File: src/cssd_pkg.sv
`timescale 1ns / 1ps
// ----------------------------------------------------------------------------
// cssd_pkg
// Types, codes and constants of the color sequence symbol decoder.
// ----------------------------------------------------------------------------
package cssd_pkg;

    localparam int CHAN_W    = 8;
    localparam int NUM_CODES = 8;
    localparam int CODE_W    = 3;
    localparam int CFG_IDX_W = 4;
    localparam int SQ_W      = 2 * CHAN_W;
    localparam int DIST_W    = SQ_W + 2;

    typedef logic [CHAN_W-1:0]    chan_t;
    typedef logic [CODE_W-1:0]    code_t;
    typedef logic [CFG_IDX_W-1:0] cfg_idx_t;

    // Packed as blue in bits 7:0, green 15:8, red 23:16.
    typedef struct packed {
        chan_t red;
        chan_t green;
        chan_t blue;
    } color_t;

    localparam int COLOR_W = $bits(color_t);

    typedef color_t [NUM_CODES-1:0] palette_t;

    localparam code_t CODE_PLUS       = 3'd0;
    localparam code_t CODE_MINUS      = 3'd1;
    localparam code_t CODE_LEFT       = 3'd2;
    localparam code_t CODE_RIGHT      = 3'd3;
    localparam code_t CODE_LOOP_OPEN  = 3'd4;
    localparam code_t CODE_LOOP_CLOSE = 3'd5;
    localparam code_t CODE_EMIT       = 3'd6;
    localparam code_t CODE_ACCEPT     = 3'd7;

    // Palette search follows ASCII order of the characters: + , - . < > [ ]
    localparam code_t SEARCH_ORDER [NUM_CODES] = '{
        CODE_PLUS, CODE_ACCEPT, CODE_MINUS, CODE_EMIT,
        CODE_LEFT, CODE_RIGHT, CODE_LOOP_OPEN, CODE_LOOP_CLOSE
    };

    localparam logic [DIST_W-1:0] SIMILAR_LIMIT = DIST_W'(500);

    localparam color_t YELLOW = '{red: 8'hFF, green: 8'hFF, blue: 8'h00};

endpackage

File: src/cssd_if.sv
`timescale 1ns / 1ps
// ----------------------------------------------------------------------------
// cssd channel interfaces
// Valid/ready channels for the input color word and the symbol word.
// ----------------------------------------------------------------------------
interface cssd_pixel_if;
    logic            valid;
    logic            ready;
    cssd_pkg::chan_t blue;
    cssd_pkg::chan_t green;
    cssd_pkg::chan_t red;

    modport source (output valid, output blue, output green, output red, input ready);
    modport sink   (input valid, input blue, input green, input red, output ready);
endinterface

interface cssd_symbol_if;
    logic            valid;
    logic            ready;
    cssd_pkg::code_t symbol_code;

    modport source (output valid, output symbol_code, input ready);
    modport sink   (input valid, input symbol_code, output ready);
endinterface

File: src/cssd_similar.sv
`timescale 1ns / 1ps
// ----------------------------------------------------------------------------
// cssd_similar
// Sum of squared channel differences of two colors, compared with the limit.
// ----------------------------------------------------------------------------
module cssd_similar (
    input  cssd_pkg::color_t a,
    input  cssd_pkg::color_t b,
    output logic             similar
);
    import cssd_pkg::*;

    chan_t             d_blue;
    chan_t             d_green;
    chan_t             d_red;
    logic [SQ_W-1:0]   sq_blue;
    logic [SQ_W-1:0]   sq_green;
    logic [SQ_W-1:0]   sq_red;
    logic [DIST_W-1:0] sq_sum;

    assign d_blue  = (a.blue  > b.blue)  ? a.blue  - b.blue  : b.blue  - a.blue;
    assign d_green = (a.green > b.green) ? a.green - b.green : b.green - a.green;
    assign d_red   = (a.red   > b.red)   ? a.red   - b.red   : b.red   - a.red;

    assign sq_blue  = SQ_W'(d_blue)  * SQ_W'(d_blue);
    assign sq_green = SQ_W'(d_green) * SQ_W'(d_green);
    assign sq_red   = SQ_W'(d_red)   * SQ_W'(d_red);

    assign sq_sum  = DIST_W'(sq_blue) + DIST_W'(sq_green) + DIST_W'(sq_red);
    assign similar = (sq_sum < SIMILAR_LIMIT);

endmodule

File: src/cssd_palette_match.sv
`timescale 1ns / 1ps
// ----------------------------------------------------------------------------
// cssd_palette_match
// Compares a color with all eight palette entries and picks the first hit.
// ----------------------------------------------------------------------------
module cssd_palette_match (
    input  cssd_pkg::color_t   color,
    input  cssd_pkg::palette_t palette,
    output logic               hit,
    output cssd_pkg::code_t    code
);
    import cssd_pkg::*;

    logic [NUM_CODES-1:0] entry_similar;

    for (genvar i = 0; i < NUM_CODES; i++)
    begin : g_entry
        cssd_similar u_similar (
            .a       (color),
            .b       (palette[i]),
            .similar (entry_similar[i])
        );
    end

    // Walk the search order backwards so the earliest match is written last.
    always_comb
    begin
        hit  = 1'b0;
        code = CODE_PLUS;
        for (int k = NUM_CODES - 1; k >= 0; k--)
        begin
            if (entry_similar[SEARCH_ORDER[k]])
            begin
                hit  = 1'b1;
                code = SEARCH_ORDER[k];
            end
        end
    end

endmodule

File: src/color_sequence_symbol_decoder_unit.sv
`timescale 1ns / 1ps
// ----------------------------------------------------------------------------
// color_sequence_symbol_decoder_unit
// Decodes a sequence of frame colors into instruction symbol codes.
// ----------------------------------------------------------------------------
// Takes one color word per cycle as long as the symbol side keeps ready high,
// and gives at most one symbol word for each. A color word taken into the
// input register is decoded, once the output register can advance, by a
// single pass through ten distance units (eight palette entries, yellow and
// the separator), and its symbol word, if any, is presented from the output
// register. A stalled symbol word is held in the output register while one
// more color word can be taken into the input register.
// Palette registers are written through cfg_we/cfg_index/cfg_data; an index
// of eight or more is ignored. Write them only while no word is in flight.
module color_sequence_symbol_decoder_unit (
    input  logic                clk,
    input  logic                rst_n,
    input  logic                cfg_we,
    input  cssd_pkg::cfg_idx_t  cfg_index,
    input  logic [23:0]         cfg_data,
    cssd_pixel_if.sink          pixel,
    cssd_symbol_if.source       symbol
);
    import cssd_pkg::*;

    palette_t palette_reg;
    color_t   color_reg;
    logic     color_valid_reg;
    color_t   separator_reg;
    logic     captured_reg;
    logic     awaiting_reg;
    logic     out_valid_reg;
    code_t    out_code_reg;

    logic     advance;
    logic     process;
    logic     yellow_similar;
    logic     separator_similar;
    logic     palette_hit;
    code_t    palette_code;
    logic     search;
    logic     emit;
    logic     captured_next;
    logic     awaiting_next;

    assign advance      = !out_valid_reg || symbol.ready;
    assign process      = advance && color_valid_reg;
    assign pixel.ready  = !color_valid_reg || advance;

    always_ff @(posedge clk or negedge rst_n)
    begin
        if (!rst_n)
        begin
            palette_reg <= '0;
        end
        else if (cfg_we && (cfg_index < CFG_IDX_W'(NUM_CODES)))
        begin
            palette_reg[cfg_index[CODE_W-1:0]] <= color_t'(cfg_data);
        end
    end

    // Input register.
    always_ff @(posedge clk or negedge rst_n)
    begin
        if (!rst_n)
        begin
            color_valid_reg <= 1'b0;
        end
        else if (pixel.valid && pixel.ready)
        begin
            color_valid_reg <= 1'b1;
        end
        else if (advance)
        begin
            color_valid_reg <= 1'b0;
        end
    end

    always_ff @(posedge clk)
    begin
        if (pixel.valid && pixel.ready)
        begin
            color_reg <= '{red: pixel.red, green: pixel.green, blue: pixel.blue};
        end
    end

    cssd_similar u_yellow (
        .a       (color_reg),
        .b       (YELLOW),
        .similar (yellow_similar)
    );

    cssd_similar u_separator (
        .a       (color_reg),
        .b       (separator_reg),
        .similar (separator_similar)
    );

    cssd_palette_match u_match (
        .color   (color_reg),
        .palette (palette_reg),
        .hit     (palette_hit),
        .code    (palette_code)
    );

    // Before capture, a non-yellow color becomes the separator and is searched
    // at once; yellow is skipped and leaves the capture flags unchanged.
    always_comb
    begin
        captured_next = captured_reg;
        awaiting_next = awaiting_reg;
        search        = 1'b0;
        if (!captured_reg)
        begin
            if (!yellow_similar)
            begin
                captured_next = 1'b1;
                search        = 1'b1;
            end
        end
        else if (awaiting_reg)
        begin
            search = 1'b1;
        end
        else if (separator_similar)
        begin
            awaiting_next = 1'b1;
        end
        if (search)
        begin
            awaiting_next = !palette_hit;
        end
        emit = search && palette_hit;
    end

    always_ff @(posedge clk or negedge rst_n)
    begin
        if (!rst_n)
        begin
            captured_reg  <= 1'b0;
            awaiting_reg  <= 1'b0;
            separator_reg <= '0;
        end
        else if (process)
        begin
            captured_reg <= captured_next;
            awaiting_reg <= awaiting_next;
            if (!captured_reg)
            begin
                separator_reg <= color_reg;
            end
        end
    end

    // Output register.
    always_ff @(posedge clk or negedge rst_n)
    begin
        if (!rst_n)
        begin
            out_valid_reg <= 1'b0;
        end
        else if (advance)
        begin
            out_valid_reg <= process && emit;
        end
    end

    always_ff @(posedge clk)
    begin
        if (process && emit)
        begin
            out_code_reg <= palette_code;
        end
    end

    assign symbol.valid       = out_valid_reg;
    assign symbol.symbol_code = out_code_reg;

endmodule

File: src/flat_wrapper.sv
// flat-port wrapper written by rule: the top's interface ports become plain ports
module color_sequence_symbol_decoder_unit_flat import cssd_pkg::*;
  (clk, rst_n, cfg_we, cfg_index, cfg_data, pixel_valid, pixel_blue, pixel_green, pixel_red, pixel_ready, symbol_valid, symbol_symbol_code, symbol_ready);
  cssd_pixel_if pixel_i ();
  cssd_symbol_if symbol_i ();
  input  logic clk;
  input  logic rst_n;
  input  logic cfg_we;
  input  cssd_pkg::cfg_idx_t cfg_index;
  input  logic [23:0] cfg_data;
  input wire logic [$bits(pixel_i.valid)-1:0] pixel_valid;
  input wire logic [$bits(pixel_i.blue)-1:0] pixel_blue;
  input wire logic [$bits(pixel_i.green)-1:0] pixel_green;
  input wire logic [$bits(pixel_i.red)-1:0] pixel_red;
  output wire logic [$bits(pixel_i.ready)-1:0] pixel_ready;
  output wire logic [$bits(symbol_i.valid)-1:0] symbol_valid;
  output wire logic [$bits(symbol_i.symbol_code)-1:0] symbol_symbol_code;
  input wire logic [$bits(symbol_i.ready)-1:0] symbol_ready;
  assign pixel_i.valid = pixel_valid;
  assign pixel_i.blue = pixel_blue;
  assign pixel_i.green = pixel_green;
  assign pixel_i.red = pixel_red;
  assign pixel_ready = pixel_i.ready;
  assign symbol_valid = symbol_i.valid;
  assign symbol_symbol_code = symbol_i.symbol_code;
  assign symbol_i.ready = symbol_ready;
  color_sequence_symbol_decoder_unit u_core (.clk(clk), .rst_n(rst_n), .cfg_we(cfg_we), .cfg_index(cfg_index), .cfg_data(cfg_data), .pixel(pixel_i), .symbol(symbol_i));
endmodule
File: config.mk
export PLATFORM = sky130hd
export DESIGN_NAME = color_sequence_symbol_decoder_unit_flat
export DESIGN_NICKNAME = d
export VERILOG_FILES = /design/src/cssd_pkg.sv /design/src/cssd_if.sv /design/src/cssd_similar.sv /design/src/cssd_palette_match.sv /design/src/color_sequence_symbol_decoder_unit.sv /design/src/flat_wrapper.sv
export SDC_FILE = /design/constraint.sdc
export NUM_CORES = 2
export LEC_CHECK = 0
export BUFFER_PORTS_ARGS = -buffer_cell sky130_fd_sc_hd__clkbuf_2
export CORE_UTILIZATION = 50
export DETAILED_ROUTE_END_ITERATION = 8
export PLACE_DENSITY = 0.68
export SKIP_LAST_GASP = 1
export SYNTH_ARGS = -nofsm -noshare
export SYNTH_HDL_FRONTEND = slang
export SYNTH_SLANG_ARGS = --single-unit
File: constraint.sdc
create_clock -name clk -period 18 [get_ports clk]
set_input_delay 2.7 -clock clk [delete_from_list [all_inputs] [get_ports clk]]
set_output_delay 2.7 -clock clk [all_outputs]
set_load 0.01 [all_outputs]
==> summary.txt <==
Run status
  • Outcome: complete, no violations

Setup path
  • CP Class: register to register
  • CP Capture Type: register
  • Critical R2R Capture: u_core.symbol.symbol_code[0]$_SDFFCE_PN0P_
  • Worst-case reg-to-reg path depth: 47
  • Critical Path Start Type: register
  • Crit-path most repeated cell: fa_1
  • R2r setup slk: 3.98 ns
  • Biggest cell delay along the critical path: 0.70 ns
  • Max stage delay cell, worst path: xnor2_1
  • Worst Path Arrival: 14.24 ns
  • Crit-path max FO: 18
  • RR Startpoint: u_core.color_reg[0]$_DFFE_PP_
  • Critical Path RT: 18.22 ns

Synth
  • Top FF cell, synth: dfrtp_1
  • Syn nets: 11800
  • Gate Count Post-Synth: 9244
  • Syn Area/Cell: a little under 9 um^2
  • Sequential-to-total area share from yosys stat: a little under 8%
  • Register bit total from synthesis: 247
  • Post-synth EDFFs: 27
  • Synth warn: 0
  • Yosys cell types: 95
  • Mapped cell area: 81100 um^2
  • Async set-reset flop share out of synthesis: 89.1%

STA
  • Max-Slew Margin vs Limit: 15.1%
  • RSZ-0062 raised after global routing: false
  • Final Skew: 0.0160 ns
  • Setup TNS: 0 ns
  • Final period util: between 70% and 80%
  • Fmax: slightly above 0.07 GHz
  • Tmin final: 14.02 ns
  • Fin. Hold Viols: 0
  • Setup-failing EPs final: 0
  • Final slew viol count: 0
  • Worst-Margin Slew: 1.26 ns

Global routing
  • GRT overflow: 0
  • Largest net degree at the start of global routing: 103
  • Initial antenna violation count: 16
  • Gr usage total: 26.0%
  • Vias in the first global route: 65200
  • Global-route wire length before repair: 341000 um

Die
  • Initial core utilization: 50.5%
  • Die height: 405 um
  • I/O pin cnt: 62
  • Core Footprint: 161000 um^2
  • Placement row count: ~150
  • Area of the die: roughly 160000 um^2
  • Die width: 405 um

Layout
  • Most frequent cells in the layout: 2234 x inv_1, 1299 x ha_1, 1236 x fa_1
  • Most common cell after layout, fill and taps aside: inv_1
  • Fraction of layout cells with a size suffix above 1: 5.78%
  • Nets: 11900
  • Max FFs per register: 192
  • Area Growth Syn to Fin: 5.51%

CTS
  • CTS Sinks: 247
  • CTS Buf Count: 34
  • Clk buf depth: 3
  • CTS-repair resized insts: 0
  • Post-CTS setup repair buffer count: 0
  • Clock Latency Late Sink: 0.55 ns
  • CTS Root Cell: clkbuf_16
  • Clk slew on worst S/H paths: around 0.060 ns
  • H-tree levels: 2
  • Hold buffer count at CTS: 0
  • CTS tree: done

Job
  • MaxCap Viol Count: 0

Drt
  • Final wirelength: roughly 210000 um
  • Vias per cell: 5.47
  • DRC violations left: 0
  • WL per Instance: 18.1 um
  • Antenna-violating nets left: 0
  • 1st-pass router iterations: 6
  • Initial DRC Count: 4402
  • Vias after detailed routing: 62800

Hold path
  • HP Start: u_core.palette_reg[47]$_DFFE_PN0P_
  • HP Class: register to register
  • Worst hold stages: 1
  • Hold Path End: u_core.palette_reg[47]$_DFFE_PN0P_

Placement
  • Post-DP HPWL: 171000 um
  • Routability-driven placement congestion ratio: 0.944
  • Port Buf Inserts: 61
==> per-stage QoR <==
stage | util, % | instance area [um^2] | worst slack, ns | hold WS [ns] | std cells
6_report | 53.3 | 85600 | 3.98 | 0.509 | 11500
5_1_grt | 53.2 | 85600 | 3.23 | 0.521 | 11500
4_1_cts | 53.2 | 85600 | 3.99 | 0.507 | 11500
3_5_place_dp | 52.5 | 84500 | 4.06 | 0.494 | 11400
3_3_place_gp | 52.5 | 84500 | 4.29 | 0.490 | 11400
2_1_floorplan | - | 81100 | 5.38 | 0.476 | 9244
==> routing by layer <==
metal / global-route usage [%] / part of all wire, % / vias to the layer above
li1: - / - / 29400
met1: 34.9 / 43 / 31300
met2: 43.0 / 46 / 1738
met3: 4.05 / 7.2 / 314
met4: 8.07 / 3.5 / 10
met5: 0 / 0.027 / -
==> cell usage after synthesis, types with 111 or more instances <==
cell type | count | area, um^2
ha_1 | 1299 | 16300
mux2i_1 | 156 | 1560
nor2_1 | 867 | 3250
a21oi_1 | 394 | 1970
mux2_2 | 152 | 1710
inv_1 | 2235 | 8390
or2_2 | 111 | 694
dfrtp_1 | 220 | 5510
xnor2_1 | 286 | 2500
nand2_1 | 409 | 1540
a21o_1 | 167 | 1250
o21ai_0 | 317 | 1590
fa_1 | 1236 | 24700
xor2_1 | 129 | 1130
clkbuf_1 | 134 | 503
==> worst max path at each step <==
stage	startpoint	to	slack [ns]	cells after the start
6_report	u_core.color_reg[0]$_DFFE_PP_	u_core.symbol.symbol_code[0]$_SDFFCE_PN0P_	3.98	47
5_1_grt	u_core.color_reg[1]$_DFFE_PP_	u_core.symbol.symbol_code[0]$_SDFFCE_PN0P_	3.23	42
4_1_cts	u_core.color_reg[0]$_DFFE_PP_	u_core.symbol.symbol_code[0]$_SDFFCE_PN0P_	3.99	47
3_5_place_dp	u_core.color_reg[0]$_DFFE_PP_	u_core.symbol.symbol_code[0]$_SDFFCE_PN0P_	4.06	44
3_3_place_gp	u_core.color_reg[0]$_DFFE_PP_	u_core.symbol.symbol_code[0]$_SDFFCE_PN0P_	4.29	44
2_1_floorplan	u_core.color_reg[1]$_DFFE_PP_	u_core.symbol.symbol_code[0]$_SDFFCE_PN0P_	5.38	40
==> cells by family (layout without fill, tap and decap cells) <==
| group | after synthesis | count (layout) | synth area share [%] |
|---|---|---|---|
| AO/OA/AOI/OAI | 1354 | 1354 | 10.6 |
| XOR/XNOR | 420 | 420 | 4.58 |
| adder cells (fa/ha/maj) | 2535 | 2535 | 50.5 |
| buffers and inverters | 2394 | 2474 | 11.1 |
| flip-flops | 247 | 247 | 7.78 |
| multiplexers | 309 | 309 | 4.06 |
| other | 0 | 7 | 0 |
| AND/OR/NAND/NOR | 1985 | 1985 | 11.3 |
==> worst max-delay path: cells and delay by family (launching register included) <==
family | cells | cell delay (ns)
adders and majority gates | 13 | 5.56
AOI/OAI and AO/OA | 14 | 3.60
buffers and inverters | 11 | 1.24
xor gates and xnor gates | 1 | 0.70
DFF | 1 | 0.36
and+or+nand+nor | 8 | 2.20
==> area by class of cell <==
| type | instances | area [um^2] |
|---|---|---|
| diodes | 7 | 17.5 |
| clock buffers | 46 | 978 |
| clock inverters | 14 | 154 |
| fillers | 15000 | 75100 |
| inverters | 2238 | 8400 |
| multi-input cells | 6603 | 65900 |
| flip-flops and latches | 247 | 6320 |
| well taps | 2160 | 2700 |
| repair buffers | 176 | 1180 |
Power is not shown: default switching activity piles up to over one toggle a cycle in this logic, so the estimate is an artifact.
